===== src/design/wtsc_pkg.sv =====
// shared types and constants of the wiper and turn signal controller
// no dependencies
`default_nettype none

package wtsc_pkg;

    localparam int CFG_IDX_W = 3;
    localparam int CFG_DATA_W = 16;

    localparam logic [CFG_IDX_W-1:0] CFG_LOW_THRESHOLD     = 3'd0;
    localparam logic [CFG_IDX_W-1:0] CFG_HIGH_THRESHOLD    = 3'd1;
    localparam logic [CFG_IDX_W-1:0] CFG_BLINK_PERIOD_MS   = 3'd2;
    localparam logic [CFG_IDX_W-1:0] CFG_BLINK_ON_MS       = 3'd3;
    localparam logic [CFG_IDX_W-1:0] CFG_SIGNAL_TIMEOUT_MS = 3'd4;
    localparam logic [CFG_IDX_W-1:0] CFG_REST_PULSE        = 3'd5;
    localparam logic [CFG_IDX_W-1:0] CFG_SWEEP_PULSE       = 3'd6;

    localparam logic [2:0] MODE_DEFAULT = 3'd0;
    localparam logic [2:0] MODE_WIPE    = 3'd1;
    localparam logic [2:0] MODE_SPEED   = 3'd2;
    localparam logic [2:0] MODE_UPLEFT  = 3'd3;
    localparam logic [2:0] MODE_UPRIGHT = 3'd4;
    localparam logic [2:0] MODE_RIGHT   = 3'd5;
    localparam logic [2:0] MODE_LEFT    = 3'd6;
    localparam logic [2:0] MODE_HAZARD  = 3'd7;

    localparam logic [9:0] WIPE_ONCE_HALF = 10'd800;
    localparam logic [9:0] GEAR1_HALF     = 10'd750;
    localparam logic [9:0] GEAR2_HALF     = 10'd550;
    localparam logic [9:0] GEAR3_HALF     = 10'd350;

    localparam logic [15:0] WIPE_MSG_MS     = 16'd2500;
    localparam logic [15:0] WASH_MSG_MS     = 16'd1000;
    localparam logic [15:0] HAZ_RETURN_MS   = 16'd1000;
    localparam logic [15:0] SPEED_RETURN_MS = 16'd2000;

    localparam logic ACT_TICK   = 1'b0;
    localparam logic ACT_SAMPLE = 1'b1;

    typedef enum logic [1:0] {
        SIG_OFF    = 2'd0,
        SIG_RIGHT  = 2'd1,
        SIG_LEFT   = 2'd2,
        SIG_HAZARD = 2'd3
    } t_sig;

    typedef struct packed {
        logic [11:0] low_threshold;
        logic [11:0] high_threshold;
        logic [15:0] blink_period_ms;
        logic [15:0] blink_on_ms;
        logic [15:0] signal_timeout_ms;
        logic [15:0] rest_pulse;
        logic [15:0] sweep_pulse;
    } t_cfg;

    typedef struct packed {
        logic        action;
        logic [11:0] joystick_x;
        logic [11:0] joystick_y;
    } t_in_word;

    typedef struct packed {
        logic [15:0] servo_pulse;
        logic        left_lamp;
        logic        right_lamp;
        logic [2:0]  display_mode;
        logic [1:0]  wiper_gear;
    } t_out_word;

endpackage

`default_nettype wire


===== src/design/wtsc_cfg.sv =====
// configuration registers of the wiper and turn signal controller
// depends on wtsc_pkg
`default_nettype none

module wtsc_cfg (
    input  wire logic                                i_clk,
    input  wire logic                                i_rst_n,
    input  wire logic                                i_cfg_we,
    input  wire logic [wtsc_pkg::CFG_IDX_W-1:0]      i_cfg_index,
    input  wire logic [wtsc_pkg::CFG_DATA_W-1:0]     i_cfg_data,
    output wtsc_pkg::t_cfg                           o_cfg
);

    wtsc_pkg::t_cfg r_cfg;

    always_ff @(posedge i_clk) begin
        if (!i_rst_n) begin
            r_cfg.low_threshold     <= 12'd1000;
            r_cfg.high_threshold    <= 12'd3500;
            r_cfg.blink_period_ms   <= 16'd1000;
            r_cfg.blink_on_ms       <= 16'd500;
            r_cfg.signal_timeout_ms <= 16'd5000;
            r_cfg.rest_pulse        <= 16'd450;
            r_cfg.sweep_pulse       <= 16'd2500;
        end else if (i_cfg_we) begin
            case (i_cfg_index)
                wtsc_pkg::CFG_LOW_THRESHOLD:     r_cfg.low_threshold     <= i_cfg_data[11:0];
                wtsc_pkg::CFG_HIGH_THRESHOLD:    r_cfg.high_threshold    <= i_cfg_data[11:0];
                wtsc_pkg::CFG_BLINK_PERIOD_MS:   r_cfg.blink_period_ms   <= i_cfg_data;
                wtsc_pkg::CFG_BLINK_ON_MS:       r_cfg.blink_on_ms       <= i_cfg_data;
                wtsc_pkg::CFG_SIGNAL_TIMEOUT_MS: r_cfg.signal_timeout_ms <= i_cfg_data;
                wtsc_pkg::CFG_REST_PULSE:        r_cfg.rest_pulse        <= i_cfg_data;
                wtsc_pkg::CFG_SWEEP_PULSE:       r_cfg.sweep_pulse       <= i_cfg_data;
                default: begin
                end
            endcase
        end
    end

    assign o_cfg = r_cfg;

endmodule

`default_nettype wire


===== src/design/wtsc_core.sv =====
// controller state and its one-step update for a tick or a joystick sample
// depends on wtsc_pkg
`default_nettype none

module wtsc_core (
    input  wire logic                  i_clk,
    input  wire logic                  i_rst_n,
    input  wire logic                  i_step,
    input  wire wtsc_pkg::t_in_word    i_word,
    input  wire wtsc_pkg::t_cfg        i_cfg,
    output wtsc_pkg::t_out_word        o_result
);

    typedef struct packed {
        logic [15:0]   wiper_elapsed;
        logic [15:0]   event_elapsed;
        logic [15:0]   blink_phase;
        logic [9:0]    half_period;
        logic [1:0]    gear;
        logic          swept;
        logic [2:0]    display;
        logic [2:0]    saved;
        wtsc_pkg::t_sig sig;
        logic          hazard_on;
    } t_state;

    function automatic logic [15:0] sat_inc(input logic [15:0] v);
        return (v == 16'hFFFF) ? v : v + 16'd1;
    endfunction

    t_state r_st;
    t_state n_st;

    logic [16:0]     phase_inc;
    logic [15:0]     lamp_phase;
    wtsc_pkg::t_sig  lamp_sig;
    logic            lamp_on;
    logic            xl, xh, xm, yl, yh, ym;

    always_comb begin
        xl = i_word.joystick_x < i_cfg.low_threshold;
        xh = i_word.joystick_x > i_cfg.high_threshold;
        xm = !xl && !xh;
        yl = i_word.joystick_y < i_cfg.low_threshold;
        yh = i_word.joystick_y > i_cfg.high_threshold;
        ym = !yl && !yh;
    end

    always_comb begin
        n_st       = r_st;
        phase_inc  = {1'b0, r_st.blink_phase} + 17'd1;
        lamp_phase = '0;
        lamp_sig   = wtsc_pkg::SIG_OFF;

        if (i_word.action == wtsc_pkg::ACT_TICK) begin
            n_st.wiper_elapsed = sat_inc(r_st.wiper_elapsed);
            n_st.event_elapsed = sat_inc(r_st.event_elapsed);
            n_st.blink_phase   = (phase_inc >= {1'b0, i_cfg.blink_period_ms}) ?
                                 16'd0 : phase_inc[15:0];

            if (r_st.half_period != 10'd0) begin
                if (n_st.wiper_elapsed <= {6'd0, r_st.half_period}) begin
                    n_st.swept = 1'b0;
                end
                if (n_st.wiper_elapsed >= {6'd0, r_st.half_period}) begin
                    n_st.swept = 1'b1;
                end
                if (n_st.wiper_elapsed >= {5'd0, r_st.half_period, 1'b0}) begin
                    n_st.wiper_elapsed = '0;
                    if (r_st.half_period == wtsc_pkg::WIPE_ONCE_HALF) begin
                        n_st.swept       = 1'b0;
                        n_st.half_period = '0;
                    end
                end
            end

            lamp_phase = n_st.blink_phase;
            lamp_sig   = r_st.sig;

            if ((r_st.sig inside {wtsc_pkg::SIG_LEFT, wtsc_pkg::SIG_RIGHT}) &&
                n_st.event_elapsed >= i_cfg.signal_timeout_ms) begin
                n_st.sig = wtsc_pkg::SIG_OFF;
            end

            case (r_st.display)
                wtsc_pkg::MODE_WIPE: begin
                    if (n_st.event_elapsed >= wtsc_pkg::WIPE_MSG_MS) begin
                        n_st.display = r_st.saved;
                    end
                end
                wtsc_pkg::MODE_SPEED: begin
                    if (r_st.hazard_on && n_st.event_elapsed >= wtsc_pkg::HAZ_RETURN_MS) begin
                        n_st.display       = wtsc_pkg::MODE_HAZARD;
                        n_st.event_elapsed = '0;
                        n_st.blink_phase   = '0;
                    end
                end
                wtsc_pkg::MODE_UPLEFT, wtsc_pkg::MODE_UPRIGHT: begin
                    if (n_st.event_elapsed >= wtsc_pkg::WASH_MSG_MS) begin
                        n_st.display = r_st.saved;
                    end
                end
                wtsc_pkg::MODE_RIGHT, wtsc_pkg::MODE_LEFT: begin
                    if (n_st.event_elapsed >= i_cfg.signal_timeout_ms) begin
                        n_st.display = r_st.saved;
                    end
                end
                wtsc_pkg::MODE_HAZARD: begin
                    if (r_st.gear != 2'd0 &&
                        n_st.event_elapsed >= wtsc_pkg::SPEED_RETURN_MS) begin
                        n_st.display       = wtsc_pkg::MODE_SPEED;
                        n_st.event_elapsed = '0;
                        n_st.blink_phase   = '0;
                    end
                end
                default: begin
                end
            endcase
        end else begin
            if (xm && ym) begin
                // centre: no change
            end else if ((xl || xh) && ym) begin
                if (r_st.display == wtsc_pkg::MODE_SPEED) begin
                    n_st.saved = wtsc_pkg::MODE_SPEED;
                end
                n_st.display       = xl ? wtsc_pkg::MODE_RIGHT : wtsc_pkg::MODE_LEFT;
                n_st.sig           = xl ? wtsc_pkg::SIG_RIGHT : wtsc_pkg::SIG_LEFT;
                n_st.event_elapsed = '0;
                n_st.blink_phase   = '0;
                n_st.hazard_on     = 1'b0;
            end else if (xm && yl) begin
                n_st.gear          = r_st.gear + 2'd1;
                n_st.display       = wtsc_pkg::MODE_SPEED;
                n_st.event_elapsed = '0;
                n_st.blink_phase   = '0;
                case (n_st.gear)
                    2'd1: n_st.half_period = wtsc_pkg::GEAR1_HALF;
                    2'd2: n_st.half_period = wtsc_pkg::GEAR2_HALF;
                    2'd3: n_st.half_period = wtsc_pkg::GEAR3_HALF;
                    default: begin
                        n_st.half_period = '0;
                        n_st.swept       = 1'b0;
                    end
                endcase
            end else if (xm && yh) begin
                n_st.half_period   = wtsc_pkg::WIPE_ONCE_HALF;
                n_st.gear          = '0;
                n_st.display       = wtsc_pkg::MODE_WIPE;
                n_st.event_elapsed = '0;
                n_st.blink_phase   = '0;
                n_st.wiper_elapsed = '0;
            end else if ((xl || xh) && yh) begin
                if (r_st.display == wtsc_pkg::MODE_SPEED) begin
                    n_st.saved = wtsc_pkg::MODE_SPEED;
                end
                n_st.display       = xl ? wtsc_pkg::MODE_UPRIGHT : wtsc_pkg::MODE_UPLEFT;
                n_st.event_elapsed = '0;
                n_st.blink_phase   = '0;
            end else if (xh && yl) begin
                if (!r_st.hazard_on) begin
                    n_st.display       = wtsc_pkg::MODE_HAZARD;
                    n_st.sig           = wtsc_pkg::SIG_HAZARD;
                    n_st.event_elapsed = '0;
                    n_st.blink_phase   = '0;
                    n_st.hazard_on     = 1'b1;
                end else begin
                    n_st.display   = (r_st.gear != 2'd0) ? wtsc_pkg::MODE_SPEED :
                                                           wtsc_pkg::MODE_DEFAULT;
                    n_st.sig       = wtsc_pkg::SIG_OFF;
                    n_st.hazard_on = 1'b0;
                end
            end else begin
                n_st.display     = wtsc_pkg::MODE_DEFAULT;
                n_st.gear        = '0;
                n_st.half_period = '0;
                n_st.swept       = 1'b0;
                n_st.saved       = wtsc_pkg::MODE_DEFAULT;
                n_st.hazard_on   = 1'b0;
                n_st.sig         = wtsc_pkg::SIG_OFF;
            end
            lamp_phase = n_st.blink_phase;
            lamp_sig   = n_st.sig;
        end
    end

    always_comb begin
        lamp_on                = lamp_phase <= i_cfg.blink_on_ms;
        o_result.servo_pulse   = n_st.swept ? i_cfg.sweep_pulse : i_cfg.rest_pulse;
        o_result.left_lamp     = lamp_on && (lamp_sig inside {wtsc_pkg::SIG_LEFT,
                                                               wtsc_pkg::SIG_HAZARD});
        o_result.right_lamp    = lamp_on && (lamp_sig inside {wtsc_pkg::SIG_RIGHT,
                                                               wtsc_pkg::SIG_HAZARD});
        o_result.display_mode  = n_st.display;
        o_result.wiper_gear    = n_st.gear;
    end

    always_ff @(posedge i_clk) begin
        if (!i_rst_n) begin
            r_st <= '0;
        end else if (i_step) begin
            r_st <= n_st;
        end
    end

endmodule

`default_nettype wire


===== src/design/wiper_and_turn_signal_controller_top.sv =====
// wiper and turn signal controller, top level with input and result registers
// depends on wtsc_pkg, wtsc_cfg and wtsc_core
//
// usage
//   input word: action (0 millisecond tick, 1 joystick sample) and two 12 bit
//   axis samples, accepted when i_in_valid is high and o_in_stall is low
//   result word: servo pulse, two lamps, display mode and wiper gear, one per
//   input word, taken when o_out_valid is high and i_out_stall is low
//   configuration: i_cfg_we writes i_cfg_data to register i_cfg_index; the user
//   writes only while no word is in flight, which the block does not enforce
//   order: an accepted word is held in the input register, then the state update
//   writes its result into the result register, which raises o_out_valid
//   throughput: one word per cycle while the result side does not stall; the state
//   update is one short pass between the input register and the result register
//   stall: while the result is held, the input register keeps one more word,
//   and o_in_stall rises only when both are occupied
//   reset: synchronous, clears the controller state, both valid flags and
//   restores the configuration defaults
`default_nettype none

module wiper_and_turn_signal_controller_top (
    input  wire logic                               i_clk,
    input  wire logic                               i_rst_n,
    input  wire logic                               i_in_valid,
    output      logic                               o_in_stall,
    input  wire wtsc_pkg::t_in_word                 i_in_word,
    output      logic                               o_out_valid,
    input  wire logic                               i_out_stall,
    output wtsc_pkg::t_out_word                     o_out_word,
    input  wire logic                               i_cfg_we,
    input  wire logic [wtsc_pkg::CFG_IDX_W-1:0]     i_cfg_index,
    input  wire logic [wtsc_pkg::CFG_DATA_W-1:0]    i_cfg_data
);

    wtsc_pkg::t_cfg      cfg;
    wtsc_pkg::t_out_word result;

    logic                r_in_valid;
    wtsc_pkg::t_in_word  r_in_word;
    logic                r_out_valid;
    wtsc_pkg::t_out_word r_out_word;

    logic                advance;
    logic                in_accept;

    assign advance    = r_in_valid && (!r_out_valid || !i_out_stall);
    assign o_in_stall = r_in_valid && !advance;
    assign in_accept  = i_in_valid && !o_in_stall;

    wtsc_cfg u_cfg (
        .i_clk       (i_clk),
        .i_rst_n     (i_rst_n),
        .i_cfg_we    (i_cfg_we),
        .i_cfg_index (i_cfg_index),
        .i_cfg_data  (i_cfg_data),
        .o_cfg       (cfg)
    );

    wtsc_core u_core (
        .i_clk    (i_clk),
        .i_rst_n  (i_rst_n),
        .i_step   (advance),
        .i_word   (r_in_word),
        .i_cfg    (cfg),
        .o_result (result)
    );

    always_ff @(posedge i_clk) begin
        if (!i_rst_n) begin
            r_in_valid  <= 1'b0;
            r_out_valid <= 1'b0;
        end else begin
            if (in_accept) begin
                r_in_valid <= 1'b1;
            end else if (advance) begin
                r_in_valid <= 1'b0;
            end
            if (advance) begin
                r_out_valid <= 1'b1;
            end else if (!i_out_stall) begin
                r_out_valid <= 1'b0;
            end
        end
    end

    always_ff @(posedge i_clk) begin
        if (in_accept) begin
            r_in_word <= i_in_word;
        end
        if (advance) begin
            r_out_word <= result;
        end
    end

    assign o_out_valid = r_out_valid;
    assign o_out_word  = r_out_word;

endmodule

`default_nettype wire


===== config.mk =====
export PLATFORM = sky130hd
export DESIGN_NAME = wiper_and_turn_signal_controller_top
export DESIGN_NICKNAME = d
export VERILOG_FILES = /design/src/design/wtsc_pkg.sv /design/src/design/wtsc_cfg.sv /design/src/design/wtsc_core.sv /design/src/design/wiper_and_turn_signal_controller_top.sv
export SDC_FILE = /design/constraint.sdc
export NUM_CORES = 1
export LEC_CHECK = 0
export BUFFER_PORTS_ARGS = -buffer_cell sky130_fd_sc_hd__buf_2
export CORE_MARGIN = 3
export CORE_UTILIZATION = 60
export DETAILED_ROUTE_END_ITERATION = 16
export HOLD_SLACK_MARGIN = 0.15
export PLACE_DENSITY = 0.79
export SLEW_MARGIN = 30
export SYNTH_ARGS = -nofsm -noshare
export SYNTH_HDL_FRONTEND = slang
export SYNTH_HIERARCHICAL = 1
export SYNTH_SLANG_ARGS = --single-unit

===== constraint.sdc =====
create_clock -name i_clk -period 6.85 [get_ports i_clk]
set_input_delay 1.37 -clock i_clk [delete_from_list [all_inputs] [get_ports i_clk]]
set_output_delay 1.37 -clock i_clk [all_outputs]
set_load 0.02 [all_outputs]

==> flow_summary.json <==
{
  "status": "completed",
  "r2r_setup_slack_ns": 0.71,
  "ys_ff_latch": 220,
  "ys_warn_count": 6,
  "cts_setup_buffers": 0,
  "vias_per_cell": 6.06,
  "rows": 53,
  "worstSetupStartpointType": "flop",
  "maxCapViolCount": 0,
  "busiest_layer": "met2",
  "overflow": 0,
  "clock_skew_ns": 0.0285,
  "dp_hpwl_mm": 23.7,
  "grt_pass1_vias": 10200,
  "antenna_found_initial": 0,
  "critical_path_class": "reg2reg",
  "nets": 1644,
  "routed_wl_mm": 32.7,
  "internal_power_mw": 2.21,
  "first_pass_iters": 5,
  "die-area_um2": 23800,
  "postSynthCellCount": 1447,
  "drv_slew": 0,
  "ys_seq_area_share_pct": 37.1,
  "yosysMostFrequentCell": "dfxtp_1",
  "syn_area_per_cell_um2": 9.11,
  "ctsHtreeMaxLevel": 1,
  "area_growth_pct": 9.25,
  "grt_pass1_wl_mm": 52.6,
  "swShare_pct": 25.7,
  "vias": 10700,
  "cts-buffers-inserted": 24,
  "place_area_um2": 13600,
  "start_util_pct": 61.9,
  "synthDominantCellAreaShare_pct": 26.1,
  "syn_nets": 1613,
  "setup_viol": 0,
  "required_ns": 7.21,
  "gp_congestion": 0.922,
  "grt_max_degree": 93,
  "fin_crit_sh_pct": 89.6,
  "syn-cell-area_um2": 13200,
  "synthTopCellsByArea": "dfxtp_1 (26%), ha_1 (11%), edfxtp_1 (11%)",
  "p_clk_share_pct": 42.5,
  "tns_ns": 0,
  "holdBufCountCts": 0,
  "power.leakage_nw": 6.56,
  "cp_max_fo": 18,
  "seq_power_share_pct": 46.9,
  "fin_crit_ns": 6.14,
  "grt_setup_unrepaired": "false",
  "use_met2_pct": 43.1,
  "postRouteAntennaNets": 0,
  "synth_top_cell_by_area": "dfxtp_1",
  "clk-insertion-delay-late_ns": 0.54,
  "p_switching_mw": 0.763,
  "met3_usage_pct": 3.86,
  "antenna_cells": 0,
  "cp-end-kind": "flop",
  "die_x_um": 154,
  "ios": 74,
  "ys_types": 91,
  "synth-edff-count": 48,
  "cts_tree": "done",
  "p_per_area_nw_per_um2": 206,
  "max-vdd-ir-drop_mv": 0.218,
  "hold_path.class": "reg2reg",
  "clock-root-buffer": "clkbuf_16",
  "report.power.total_mw": 2.97,
  "drt_iter0_markers": 865,
  "post_cts_resized": 0,
  "avgRoutedWirePerCell_um": 18.5,
  "cts_sinks": 220,
  "drive_above_1_share_pct": 12.0,
  "maxSlewHeadroom_pct": 34.2,
  "worst_pin_slew_ns": 0.986,
  "core_um2": 21300,
  "fmax_mhz": 163,
  "die_h_um": 154,
  "clockBufferDepth": 3,
  "drc": 0,
  "grt_use_total_pct": 26.8,
  "synth_commonest_cells": "dfxtp_1 (172), nand2_1 (162), ha_1 (117)",
  "io_buffers": 73,
  "hold_viol_final": 0,
  "arrival_ns": 6.50,
  "synth_async_sr_flop_share_pct": 0,
  "final_cell_area_um2": 14400,
  "combinationalPowerShare_pct": 10.6,
  "synthFlopType": "dfxtp_1",
  "path_clk_slew_ns": 0.06,
  "gr-usage-met1_pct": 38.2
}
==> registers in the layout (all words and copies together) (netlist names) <==
| register | cells |
|---|---|
| o_out_word | 23 |
| r_in_word | 25 |
| u_core/r_st | 66 |
| r_in_valid | 1 |
| o_out_valid | 1 |
| u_cfg/o_cfg | 104 |
==> per-layer routing <==
| metal | vias up | share of wire [%] |
|---|---|---|
| met2 | 328 | 45 |
| met3 | 51 | 6.0 |
| li1 | 5242 | - |
| met4 | 0 | 2.4 |
| met5 | - | 0 |
| met1 | 5097 | 46 |
==> cells by family after synthesis <==
kind of cell               after synthesis  synth area share, %
and+or+nand+nor                        474                 18.4
AOI/OAI and AO/OA                      292                 15.3
DFF                                    220                 37.1
buffers and inverters                  185                 6.04
muxes                                  131                 10.2
adders and majority gates              117                 11.1
xor gates and xnor gates                28                 1.86
==> critical path: stages, from the launching register on <==
cell       delay, ns
dfxtp_1         0.47
nand3_1         0.17
nor2_1          0.23
and3_1          0.28
nand3_1         0.23
nor3_1          0.36
and3_1          0.30
nand3_1         0.11
xor2_1          0.21
inv_1           0.07
ha_1            0.29
nand2_1         0.11
nor3_1          0.08
a2111oi_0       0.38
o21a_1          0.28
nand2_1         0.36
o21ai_0         0.30
o2bb2ai_1       0.14
ha_1            0.28
a21oi_1         0.14
o22ai_1         0.09
o21a_1          0.17
o21a_1          0.16
o21a_1          0.16
o21a_1          0.16
o21ai_0         0.14
a22oi_1         0.11
a211oi_1        0.17
==> worst paths after layout <==
kind	start	endpoint	cells after the start
setup / recovery	u_core/r_st[22]	o_out_word[5]	27
hold / removal	u_cfg/o_cfg[31]	u_cfg/o_cfg[31]	2
setup reg to reg	u_core/r_st[22]	o_out_word[5]	27
hold reg to reg	u_cfg/o_cfg[31]	u_cfg/o_cfg[31]	2
==> area by class of cell <==
| class | instances | area (µm²) |
|---|---|---|
| clock buffers | 33 | 706 |
| fillers | 1705 | 6890 |
| well taps | 275 | 344 |
| multi-input cells | 1042 | 7540 |
| repair buffers | 83 | 443 |
| clock inverters | 10 | 76.3 |
| flip-flops and latches | 220 | 4880 |
| inverters | 107 | 402 |
==> through the flow <==
| step | instances | utilization [%] | hold slack (ns) | setup slack, ns |
|---|---|---|---|---|
| floorplan | 1447 | - | 0.421 | 1.62 |
| global placement | 1727 | 63.9 | 0.441 | 1.08 |
| detailed placement | 1727 | 63.9 | 0.452 | 0.892 |
| CTS | 1770 | 67.6 | 0.461 | 0.856 |
| global route | 1770 | 67.6 | 0.475 | 0.0869 |
| finish | 1770 | 67.6 | 0.459 | 0.709 |
==> power groups by stage <==
stage	clock, mW	combinational (mW)	sequential (mW)
6_report	1.26	0.314	1.39
4_1_cts	1.29	0.312	1.39
5_1_grt	1.34	0.348	1.40
2_1_floorplan	0	0.219	1.42
3_3_place_gp	0	0.300	1.42
3_5_place_dp	0	0.309	1.42
==> cell usage in the layout, fill, tap and decap left out, drive strengths merged, types with 13 or more instances in the layout <==
cell type / count
dfxtp: 172
nand2: 162
ha: 117
mux2i: 110
inv: 106
buf: 83
a21oi: 71
nor2: 64
o21ai: 64
nor2b: 59
nand3: 49
edfxtp: 48
clkbuf: 33
nor3: 26
a21o: 26
nand4: 25
mux2: 21
xnor2: 21
a22o: 17
o21a: 15
or3: 15
and3: 13
(Power assumes the default switching activity.)
